[config.mk]
export PLATFORM = sky130hd
export DESIGN_NAME = event_leaky_gate_sine_warp_core
export DESIGN_NICKNAME = d
export VERILOG_FILES = /design/src/hw/rtl/elsw_pkg.sv /design/src/hw/rtl/elsw_cfg.sv /design/src/hw/rtl/elsw_act.sv /design/src/hw/rtl/elsw_warp.sv /design/src/hw/rtl/event_leaky_gate_sine_warp_core.sv
export SDC_FILE = /design/constraint.sdc
export NUM_CORES = 2
export LEC_CHECK = 0
export BUFFER_PORTS_ARGS = -buffer_cell sky130_fd_sc_hd__buf_2
export CAP_MARGIN = 40
export CORE_AREA = 2 2 270 299
export CTS_BUF_LIST = sky130_fd_sc_hd__clkbuf_4
export DETAILED_ROUTE_END_ITERATION = 10
export DIE_AREA = 0 0 272 301
export HOLD_SLACK_MARGIN = 0.02
export PLACE_DENSITY_LB_ADDON = 0.05
export REMOVE_ABC_BUFFERS = 1
export SYNTH_ARGS = -nofsm -noshare
export SYNTH_HDL_FRONTEND = slang
export SYNTH_SLANG_ARGS = --single-unit
[constraint.sdc]
create_clock -name i_clk -period 8.5 [get_ports i_clk]
set_input_delay 0.425 -clock i_clk [delete_from_list [all_inputs] [get_ports i_clk]]
set_output_delay 0.425 -clock i_clk [all_outputs]
set_load 0.005 [all_outputs]
[src/hw/rtl/elsw_pkg.sv]
// Shared types, constants and the quarter-sine table for the event leaky gate / sine warp core.
// No dependencies; every other file imports this package.
package elsw_pkg;

    localparam int BATCH_SIZE  = 4;
    localparam int REGION_ROWS = 7;
    localparam int REGION_COLS = 4;
    localparam int NCELL       = REGION_ROWS * REGION_COLS;
    localparam int CELL_W      = (NCELL > 1) ? $clog2(NCELL) : 1;
    localparam int BATCH_W     = $clog2(BATCH_SIZE + 1);

    localparam logic [6:0] X_MAX   = 7'd125;
    localparam logic [6:0] Y_MAX   = 7'd111;
    localparam logic [7:0] CNT_MAX = 8'hFF;

    typedef enum logic [2:0] {
        CFG_WARM_STEP      = 3'd0,
        CFG_LEAK_SHIFT     = 3'd1,
        CFG_SPLAT_LEVEL    = 3'd2,
        CFG_REGION_MINIMUM = 3'd3,
        CFG_TIME_SHIFT     = 3'd4,
        CFG_SPACE_SHIFT    = 3'd5
    } t_cfg_idx;

    typedef struct packed {
        logic [6:0]  pos_x;
        logic [6:0]  pos_y;
        logic [15:0] stamp;
        logic        polarity;
    } t_event;

    typedef struct packed {
        logic [6:0] warped_x;
        logic [6:0] warped_y;
        logic       last_polarity;
        logic [4:0] strength;
        logic       real_splat;
    } t_result;

    typedef struct packed {
        logic [7:0] warm_step;
        logic [2:0] leak_shift;
        logic [7:0] splat_level;
        logic [7:0] region_minimum;
        logic [3:0] time_shift;
        logic [2:0] space_shift;
    } t_cfg;

    typedef struct packed {
        logic       last;
        logic [4:0] strength;
        logic       real_splat;
    } t_act_status;

    function automatic logic [3:0] quarter_sine(input logic [5:0] idx);
        logic [3:0] mag;
        case (idx) inside
            [6'd0:6'd2]:   mag = 4'd0;
            [6'd3:6'd7]:   mag = 4'd1;
            [6'd8:6'd12]:  mag = 4'd2;
            [6'd13:6'd18]: mag = 4'd3;
            [6'd19:6'd24]: mag = 4'd4;
            [6'd25:6'd30]: mag = 4'd5;
            [6'd31:6'd38]: mag = 4'd6;
            [6'd39:6'd49]: mag = 4'd7;
            default:       mag = 4'd8;
        endcase
        return mag;
    endfunction

    // full-wave offset in [-8, 8] over a 256-step phase
    function automatic logic signed [4:0] sine_offset(input logic [7:0] phase);
        logic [5:0] pos;
        logic [4:0] mag;
        pos = phase[6] ? ~phase[5:0] : phase[5:0];
        mag = {1'b0, quarter_sine(pos)};
        return phase[7] ? -$signed(mag) : $signed(mag);
    endfunction

endpackage

[src/hw/rtl/elsw_cfg.sv]
// Configuration register file of the event leaky gate / sine warp core.
// Depends on elsw_pkg.
module elsw_cfg (
    input  logic          i_clk,
    input  logic          i_rst_n,
    input  logic          i_cfg_valid,
    output logic          o_cfg_ready,
    input  logic [2:0]    i_cfg_index,
    input  logic [7:0]    i_cfg_data,
    output elsw_pkg::t_cfg o_cfg
);
    import elsw_pkg::*;

    t_cfg r_cfg;

    assign o_cfg_ready = 1'b1;
    assign o_cfg       = r_cfg;

    always_ff @(posedge i_clk) begin
        if (!i_rst_n) begin
            r_cfg.warm_step      <= 8'd32;
            r_cfg.leak_shift     <= 3'd2;
            r_cfg.splat_level    <= 8'd64;
            r_cfg.region_minimum <= 8'd48;
            r_cfg.time_shift     <= 4'd8;
            r_cfg.space_shift    <= 3'd4;
        end else if (i_cfg_valid) begin
            case (i_cfg_index)
                CFG_WARM_STEP:      r_cfg.warm_step      <= i_cfg_data;
                CFG_LEAK_SHIFT:     r_cfg.leak_shift     <= i_cfg_data[2:0];
                CFG_SPLAT_LEVEL:    r_cfg.splat_level    <= i_cfg_data;
                CFG_REGION_MINIMUM: r_cfg.region_minimum <= i_cfg_data;
                CFG_TIME_SHIFT:     r_cfg.time_shift     <= i_cfg_data[3:0];
                CFG_SPACE_SHIFT:    r_cfg.space_shift    <= i_cfg_data[2:0];
                default: ;
            endcase
        end
    end

endmodule

[src/hw/rtl/elsw_act.sv]
// Activity counters: global and per-region warm/leak, and the batch counter.
// Depends on elsw_pkg.
module elsw_act (
    input  logic                        i_clk,
    input  logic                        i_rst_n,
    input  elsw_pkg::t_cfg              i_cfg,
    input  logic                        i_fire,
    input  logic [elsw_pkg::CELL_W-1:0] i_cell,
    output elsw_pkg::t_act_status       o_status
);
    import elsw_pkg::*;

    function automatic logic [7:0] warm(input logic [7:0] c, input logic [7:0] step);
        logic [8:0] s;
        s = {1'b0, c} + {1'b0, step};
        return s[8] ? CNT_MAX : s[7:0];
    endfunction

    function automatic logic [7:0] leak(input logic [7:0] c, input logic [2:0] sh);
        return c - (c >> sh);
    endfunction

    logic [7:0]         r_global;
    logic [7:0]         r_region [NCELL];
    logic [BATCH_W-1:0] r_batch;

    logic [7:0]         n_global;
    logic [7:0]         n_region [NCELL];
    logic [BATCH_W-1:0] n_batch;
    logic [7:0]         sel_region [NCELL];
    logic [7:0]         warm_g, warm_c, leak_g, leak_c;
    logic               last;

    assign last   = (r_batch == BATCH_W'(BATCH_SIZE - 1));
    assign warm_g = warm(r_global, i_cfg.warm_step);
    assign warm_c = warm(r_region[i_cell], i_cfg.warm_step);
    assign leak_g = leak(warm_g, i_cfg.leak_shift);
    assign leak_c = leak(warm_c, i_cfg.leak_shift);

    assign n_global = last ? leak_g : warm_g;
    assign n_batch  = last ? '0 : BATCH_W'(r_batch + 1'b1);

    always_comb begin
        for (int i = 0; i < NCELL; i++) begin
            sel_region[i] = (CELL_W'(i) == i_cell) ? warm_c : r_region[i];
            n_region[i]   = last ? leak(sel_region[i], i_cfg.leak_shift) : sel_region[i];
        end
    end

    assign o_status.last       = last;
    assign o_status.strength   = leak_g[7:3];
    assign o_status.real_splat = (leak_g >= i_cfg.splat_level)
                              && (leak_c >= i_cfg.region_minimum);

    always_ff @(posedge i_clk) begin
        if (!i_rst_n) begin
            r_global <= '0;
            r_batch  <= '0;
            for (int i = 0; i < NCELL; i++) begin
                r_region[i] <= '0;
            end
        end else if (i_fire) begin
            r_global <= n_global;
            r_batch  <= n_batch;
            for (int i = 0; i < NCELL; i++) begin
                r_region[i] <= n_region[i];
            end
        end
    end

    a_batch_range: assert property (@(posedge i_clk) disable iff (!i_rst_n)
        r_batch < BATCH_W'(BATCH_SIZE))
        else $error("batch count out of range");

    a_batch_wrap: assert property (@(posedge i_clk) disable iff (!i_rst_n)
        i_fire && last |=> r_batch == '0)
        else $error("batch count did not wrap after a full batch");

    a_idle_hold: assert property (@(posedge i_clk) disable iff (!i_rst_n)
        !i_fire |=> $stable(r_global) && $stable(r_batch))
        else $error("counters changed without an item");

endmodule

[src/hw/rtl/elsw_warp.sv]
// Sine warp of one event: time/space phase, quarter-sine offset, clamp to the frame.
// Depends on elsw_pkg.
module elsw_warp (
    input  logic [6:0]  i_x,
    input  logic [6:0]  i_y,
    input  logic [15:0] i_stamp,
    input  logic [3:0]  i_time_shift,
    input  logic [2:0]  i_space_shift,
    output logic [6:0]  o_wx,
    output logic [6:0]  o_wy
);
    import elsw_pkg::*;

    function automatic logic [6:0] clamp_add(input logic [6:0] v, input logic signed [4:0] off,
                                             input logic [6:0] hi);
        logic signed [8:0] s;
        s = $signed({2'b00, v}) + 9'(off);
        if (s < 0) return 7'd0;
        if (s > $signed({2'b00, hi})) return hi;
        return s[6:0];
    endfunction

    logic [7:0]  ph;
    logic [7:0]  ph_x, ph_y;

    assign ph   = 8'(i_stamp >> i_time_shift);
    assign ph_x = ph + 8'({1'b0, i_y} >> i_space_shift);
    assign ph_y = ph + 8'({1'b0, i_x} >> i_space_shift);

    assign o_wx = clamp_add(i_x, sine_offset(ph_x), X_MAX);
    assign o_wy = clamp_add(i_y, sine_offset(ph_y), Y_MAX);

endmodule

[src/hw/rtl/event_leaky_gate_sine_warp_core.sv]
// Event leaky gate / sine warp core: input register, counter update and warp, result register.
// The result register is loaded as the item that closes its batch leaves the input register.
// Throughput: one item per cycle; a batch-closing item waits only while the result register
// is full and not being taken.
// Reset (synchronous, active low): counters and batch count cleared, registers to defaults,
// pipeline empty. Depends on elsw_pkg, elsw_cfg, elsw_act, elsw_warp.
module event_leaky_gate_sine_warp_core (
    input  logic              i_clk,
    input  logic              i_rst_n,
    input  logic              i_in_valid,
    output logic              o_in_ready,
    input  elsw_pkg::t_event  i_in_data,
    output logic              o_out_valid,
    input  logic              i_out_ready,
    output elsw_pkg::t_result o_out_data,
    input  logic              i_cfg_valid,
    output logic              o_cfg_ready,
    input  logic [2:0]        i_cfg_index,
    input  logic [7:0]        i_cfg_data
);
    import elsw_pkg::*;

    localparam logic [1:0] RX_LIM = 2'(REGION_COLS - 1);
    localparam logic [2:0] RY_LIM = 3'(REGION_ROWS - 1);

    typedef struct packed {
        logic [6:0]        x;
        logic [6:0]        y;
        logic [15:0]       stamp;
        logic              pol;
        logic [CELL_W-1:0] region;
    } t_stage;

    t_cfg        cfg;
    t_act_status status;
    t_stage      r_s1, n_s1;
    logic        r_s1_valid;
    logic        r_out_valid;
    t_result     r_out;
    logic        out_free, s1_fire;
    logic [6:0]  wx, wy;
    logic [1:0]  rx;
    logic [2:0]  ry;

    elsw_cfg u_cfg (
        .i_clk       (i_clk),
        .i_rst_n     (i_rst_n),
        .i_cfg_valid (i_cfg_valid),
        .o_cfg_ready (o_cfg_ready),
        .i_cfg_index (i_cfg_index),
        .i_cfg_data  (i_cfg_data),
        .o_cfg       (cfg)
    );

    // clamp to the frame and locate the region
    always_comb begin
        n_s1.x      = (i_in_data.pos_x > X_MAX) ? X_MAX : i_in_data.pos_x;
        n_s1.y      = (i_in_data.pos_y > Y_MAX) ? Y_MAX : i_in_data.pos_y;
        n_s1.stamp  = i_in_data.stamp;
        n_s1.pol    = i_in_data.polarity;
        rx          = (n_s1.x[6:5] > RX_LIM) ? RX_LIM : n_s1.x[6:5];
        ry          = (n_s1.y[6:4] > RY_LIM) ? RY_LIM : n_s1.y[6:4];
        n_s1.region = CELL_W'(int'(ry) * REGION_COLS + int'(rx));
    end

    assign out_free   = !r_out_valid || i_out_ready;
    assign s1_fire    = r_s1_valid && (!status.last || out_free);
    assign o_in_ready = !r_s1_valid || s1_fire;

    always_ff @(posedge i_clk) begin
        if (!i_rst_n) begin
            r_s1_valid <= 1'b0;
        end else if (o_in_ready) begin
            r_s1_valid <= i_in_valid;
        end
    end

    always_ff @(posedge i_clk) begin
        if (i_in_valid && o_in_ready) begin
            r_s1 <= n_s1;
        end
    end

    elsw_act u_act (
        .i_clk    (i_clk),
        .i_rst_n  (i_rst_n),
        .i_cfg    (cfg),
        .i_fire   (s1_fire),
        .i_cell   (r_s1.region),
        .o_status (status)
    );

    elsw_warp u_warp (
        .i_x           (r_s1.x),
        .i_y           (r_s1.y),
        .i_stamp       (r_s1.stamp),
        .i_time_shift  (cfg.time_shift),
        .i_space_shift (cfg.space_shift),
        .o_wx          (wx),
        .o_wy          (wy)
    );

    always_ff @(posedge i_clk) begin
        if (!i_rst_n) begin
            r_out_valid <= 1'b0;
        end else if (s1_fire && status.last) begin
            r_out_valid <= 1'b1;
        end else if (i_out_ready) begin
            r_out_valid <= 1'b0;
        end
    end

    always_ff @(posedge i_clk) begin
        if (s1_fire && status.last) begin
            r_out.warped_x      <= wx;
            r_out.warped_y      <= wy;
            r_out.last_polarity <= r_s1.pol;
            r_out.strength      <= status.strength;
            r_out.real_splat    <= status.real_splat;
        end
    end

    assign o_out_valid = r_out_valid;
    assign o_out_data  = r_out;

    a_result_loaded: assert property (@(posedge i_clk) disable iff (!i_rst_n)
        s1_fire && status.last |=> o_out_valid)
        else $error("batch-closing item gave no result");

    a_stage_hold: assert property (@(posedge i_clk) disable iff (!i_rst_n)
        r_s1_valid && !s1_fire |=> r_s1_valid && $stable(r_s1))
        else $error("stalled item lost or changed");

    a_no_overwrite: assert property (@(posedge i_clk) disable iff (!i_rst_n)
        o_out_valid && !i_out_ready |-> !(s1_fire && status.last))
        else $error("pending result overwritten");

    a_frame: assert property (@(posedge i_clk) disable iff (!i_rst_n)
        o_out_valid |-> o_out_data.warped_x <= X_MAX && o_out_data.warped_y <= Y_MAX)
        else $error("warped point outside the frame");

endmodule

**Word level (Yosys, flattened, before mapping)**

Memory sizes are Yosys's and may differ from the RTL's. A register that Yosys moved wholly into a read port is not among the register bits.
Cells that the tools add are included.

- Flip-flop bits (word level): 104
- Bits in writable memories: 224
- Word-level logic and storage cells: 369
- Memories: 1

Memory list:

| name | depth | width | rd ports | clocked after Yosys merged registers in | wr ports | line | text |
|---|---|---|---|---|---|---|---|
| u_act.r_region | 28 | 8 | 29 | 1 | 28 | elsw_act.sv:24 | `logic [7:0] r_region [NCELL];` |

- Add/subtract/negate cells: 40
- $lt $le $gt $ge: 42
- Equality and inequality tests: 33
- Shift operators: 33
- Multiplexer cells: 133
- Bitwise logic cells: 30
- Reductions and logical operators: 35

Operators with widths:

| cell | count |
|---|---|
| $mux 8 | 87 |
| $shr 8x3->8 | 30 |
| $sub 8x8->8 | 30 |
| $mux 7 | 10 |
| $mux 4 | 16 |
| $eq 5x5->1 const A | 12 |
| $eq 4x5->1 const A | 8 |
| $ge 6x5->1 const B | 6 |
| $le 6x5->1 const B | 6 |
| $or 1x1->1 | 28 |
| $ge 6x4->1 const B | 4 |
| $le 6x6->1 const B | 4 |
| $eq 3x5->1 const A | 4 |
| $logic_and 1x1->1 | 20 |
| $add 8x5->9 | 2 |
| $add 8x8->9 | 2 |
| $gt 9x8->1 const B | 2 |
| $lt 9x1->1 const B | 2 |
| $add 8x8->8 | 2 |
| $ge 8x8->1 | 2 |
| $shr 16x4->8 | 1 |
| $shr 7x3->8 | 2 |
| $mux 5 | 3 |
| $gt 7x7->1 const B | 2 |
| 27 further kinds | 61 |

**Longest topological paths before layout**

- Depth after elaboration: 22
- Mapped depth: 35

**Modules after synthesis**

From an unflattened synthesis, not the netlist that was laid out.

- Cell total of the unflattened synthesis: 4386
- Area, all modules: 37275.8 um2

Modules (own cells, without submodules):

| module | instances | cells each | area an instance (um2) |
|---|---|---|---|
| elsw_act | 1 | 3645 | 30345.4 |
| elsw_warp | 1 | 521 | 3697.3 |
| event_leaky_gate_sine_warp_core | 1 | 86 | 1875.5 |
| elsw_cfg | 1 | 134 | 1357.6 |

**Worst setup path after synthesis**

Ideal clock, no wire load.

- Path kind: reg-to-reg
- Start point: register with a tool-made name
- End point: register r_out (netlist bit o_out_data[0]) (data pin)
- Arrival: 6.908 ns
- Data required time: 8.245 ns
- Slack: 1.338 ns
- Stages on the path, launching flop included: 36
- Path buffers: 5
- Period minus slack after synthesis: 7.162 ns
- Cells stage by stage: dfxtp_1 buf_2 buf_1 buf_2 mux4_2 mux2i_1 o21ai_0 mux2_2 ha_1 inv_1 fa_1 nor2b_1 o21ai_1 a21boi_1 o21a_1 o31ai_1 and2_1 buf_2 buf_2 inv_1 o21ai_1 inv_1 mux4_2 ha_1 inv_1 fa_1 ha_1 a21o_1 a21o_1 a21o_1 a21oi_1 nor2b_1 o21ai_0 nand2b_1 a21oi_1 nor2_1

RTL lines:

| item | line | text |
|---|---|---|
| end, declared | event_leaky_gate_sine_warp_core.sv:39 | `t_result r_out;` |

==> results.json <==
{
  "outcome": "completed",
  "slowest_stage": "dfxtp_2",
  "ioPinCount": 71,
  "hold_path.startpoint": "i_rst_n",
  "crit_buf_inv": 3,
  "synth_area_leaders": "edfxtp_1, ha_1, mux2i_1",
  "period_share_pct": 89.0,
  "vias": 31666,
  "slew_headroom_pct": 28.9,
  "track_usage_pct": 29.8,
  "arrival_ns": 8.23,
  "intPower_w": 0.00425,
  "r2r_slack_ns": 0.93,
  "holdPathEnd": "u_act.r_global[7]",
  "gp_congestion": 0.920,
  "ir_drop_mv": 0.154,
  "numPlacedInstances": 5004,
  "fp.dieH_um": 301,
  "yosysSeqAreaShare_pct": 26.8,
  "ys_types": 92,
  "htree_levels": 3,
  "ys_async_sr_fraction_pct": 0,
  "drt_first_pass_iters": 6,
  "synthDominantCellAreaShare_pct": 23.8,
  "cts_setup_buffers": 0,
  "postSynthAreaPerCell_um2": 8.60,
  "viasPerCell": 6.03,
  "p_clk_share_pct": 24.5,
  "worst_slew_pin_slew_ns": 1.07,
  "maxSlewViolCount": 0,
  "cts_hold_buffers": 55,
  "required_ns": 9.16,
  "maxCapViolCount": 0,
  "synth_area_um2": 35100,
  "fill_cells": 7719,
  "synth_edf_count": 279,
  "power.switching_w": 0.00287,
  "root_buffer": "clkbuf_4",
  "r2r_end": "o_out_data[0]",
  "synth_top_flop_cell": "edfxtp_1",
  "io_buffers": 69,
  "p_leak_nw": 15.7,
  "first_iter_violations": 2897,
  "reg2regPathDepth": 27,
  "min_path_cells": 4,
  "hold_violations": 0,
  "grt_pass1_vias": 30709,
  "initial_core_util_pct": 44.8,
  "drive_gt1_share_pct": 13.6,
  "dpl.hpwl_um": 84300,
  "stdcell_area_um2": 38600,
  "grt_overflow": 0,
  "fin_skew_ns": 0.0875,
  "seq_power_share_pct": 28.4,
  "tritoncts": "yes",
  "grt_setup_unrepaired": "no",
  "routedWlPerCell_um": 23.6,
  "worstPathMaxFanout": 25,
  "core-area_um2": 78500,
  "grt_antenna_before_repair": 2,
  "die_w_um": 272,
  "ant_nets": 0,
  "numCtsBuffers": 103,
  "combinationalPowerShare_pct": 47.1,
  "synth_cells": 4087,
  "period_minus_slack_ns": 7.57,
  "synth_top_cell_by_area": "edfxtp_1",
  "end_kind": "flip-flop",
  "cts_sinks": 331,
  "max_freq_mhz": 132,
  "grt_pass1_wl_um": 187000,
  "wl_um": 124000,
  "ctsResizeCount": 0,
  "area_delta_synth_final_pct": 9.90,
  "drc_errors": 0,
  "final_cells": 5250,
  "critPathLaunchType": "flip-flop",
  "slowest_delay_ns": 0.94,
  "yosysWarnings": 0,
  "p_per_area_nw_per_um2": 184,
  "min_path_type": "in -> reg",
  "cts_buffer_depth": 3,
  "row_count": 108,
  "die_area_um2": 81900,
  "setup_viol": 0,
  "fin_nets": 4469,
  "setup.worst_path.class": "reg -> reg",
  "crit_family": "compound AO/OA/AOI/OAI gates",
  "switching_share_pct": 40.3,
  "placed_cell_area_um2": 36700,
  "grt_max_degree": 154,
  "ys_seq_elements": 331,
  "clock_latency_ns": 0.94,
  "clk_pin_slew_worst_paths_ns": 0.07
}
[how the worst max path moves through the flow]
stage,cells past startpoint,start,to
2_1_floorplan,4,u_act.r_batch[2],u_act.r_global[2]
3_3_place_gp,29,u_cfg.o_cfg[4],o_out_data[15]
3_5_place_dp,29,u_cfg.o_cfg[4],o_out_data[15]
4_1_cts,29,u_cfg.o_cfg[4],o_out_data[15]
5_1_grt,32,u_cfg.o_cfg[4],o_out_data[15]
6_report,27,flip-flop,o_out_data[0]
[registers in the layout, indices dropped and copies added, names as in the netlist, named ones only]
register and flops:
o_out_data 21, o_out_valid 1, r_s1 34, r_s1_valid 1, u_act.r_batch 3, u_act.r_global 8, u_act.r_region 224, u_cfg.o_cfg 34
[worst reg2reg max path: cells and delay by family, from the launching register on]
kind	cells	cell delay [ns]
multiplexers	4	1.57
buffers and inverters	3	0.63
flip-flops	1	0.94
AND/OR/NAND/NOR	5	1.10
AO/OA/AOI/OAI	11	1.85
adder cells (fa/ha/maj)	4	1.21
[power groups by stage]
stage / combinational, W / clock, W / sequential, W
after global placement: 0.00328 / 0 / 0.00206
after floorplan: 0.00244 / 0 / 0.00202
after CTS: 0.00334 / 0.00180 / 0.00202
after global routing: 0.00371 / 0.00188 / 0.00203
after detailed placement: 0.00330 / 0 / 0.00205
final: 0.00335 / 0.00175 / 0.00202
[cell usage in the layout (no fill, tap or decap), types with 149 or more instances in the layout]
| master | instances |
|---|---|
| edfxtp_1 | 279 |
| ha_1 | 267 |
| nand2_1 | 347 |
| o21ai_0 | 200 |
| xnor2_1 | 151 |
| clkbuf_4 | 149 |
| a21oi_1 | 391 |
| a21o_1 | 278 |
| mux2i_1 | 212 |
| nor2_1 | 486 |
[per-stage QoR]
stage          total power, W   TNS, ns  setup slack, ns  hold slack, ns  utilization [%]
2_1_floorplan         0.00446  -1501.22            -5.26           0.400                -
3_3_place_gp          0.00534         0            0.973           0.411             46.5
3_5_place_dp          0.00535         0            0.890           0.414             46.7
4_1_cts               0.00716         0            0.905           0.142             49.2
5_1_grt               0.00762         0            0.131           0.193             49.2
6_report              0.00712         0            0.934           0.242             49.2
[Yosys cell counts (24+ instances only)]
master and count:
dfxtp_1 52, xor2_1 46, o2bb2ai_1 26, or3_1 31, a211oi_1 76, buf_1 27, nor2b_1 82, xnor2_1 151
o21ai_1 26, a21oi_1 391, clkbuf_1 244, a22o_1 24, mux2_2 92, mux4_2 71, nand2b_1 55, fa_1 36
edfxtp_1 279, nor2_1 491, nor3_1 24, o21ai_0 200, inv_1 124, ha_1 267, a21o_1 278, nand3_1 35
o22ai_1 52, mux2i_1 213, a22oi_1 28, a21boi_0 36, nand2_1 349, or2_2 29
[cell families after synthesis]
| logic type | Yosys count | share of synthesized area (%) |
|---|---|---|
| xor gates and xnor gates | 198 | 4.96 |
| buffers and inverters | 421 | 4.60 |
| muxes | 377 | 13.6 |
| DFF | 331 | 26.8 |
| and+or+nand+nor | 1151 | 14.4 |
| other | 1 | 0.0107 |
| AOI/OAI and AO/OA | 1304 | 24.0 |
| adders and majority gates | 304 | 11.6 |
[final cells by class]
| class | count | area [um2] | area share (%) |
|---|---|---|---|
| clock inverter | 40 | 254 | 0.658 |
| sequential | 331 | 9430 | 24.4 |
| tap | 1045 | 1310 | 3.38 |
| timing repair buffer | 221 | 1790 | 4.63 |
| antenna | 2 | 5.00 | 0.0130 |
| inverter | 127 | 488 | 1.26 |
| multi-input combinational | 3335 | 24200 | 62.7 |
| clock buffer | 149 | 1120 | 2.90 |
[routing by layer]
layer  wire, um  GRT usage (%)  share of wire, %
met4       5030           12.5               4.1
met3       8200           4.54               6.6
met2      57900           49.8                47
met1      52600           38.4                43
met5          9              0            0.0073
Power figures use the tool's default switching activity.
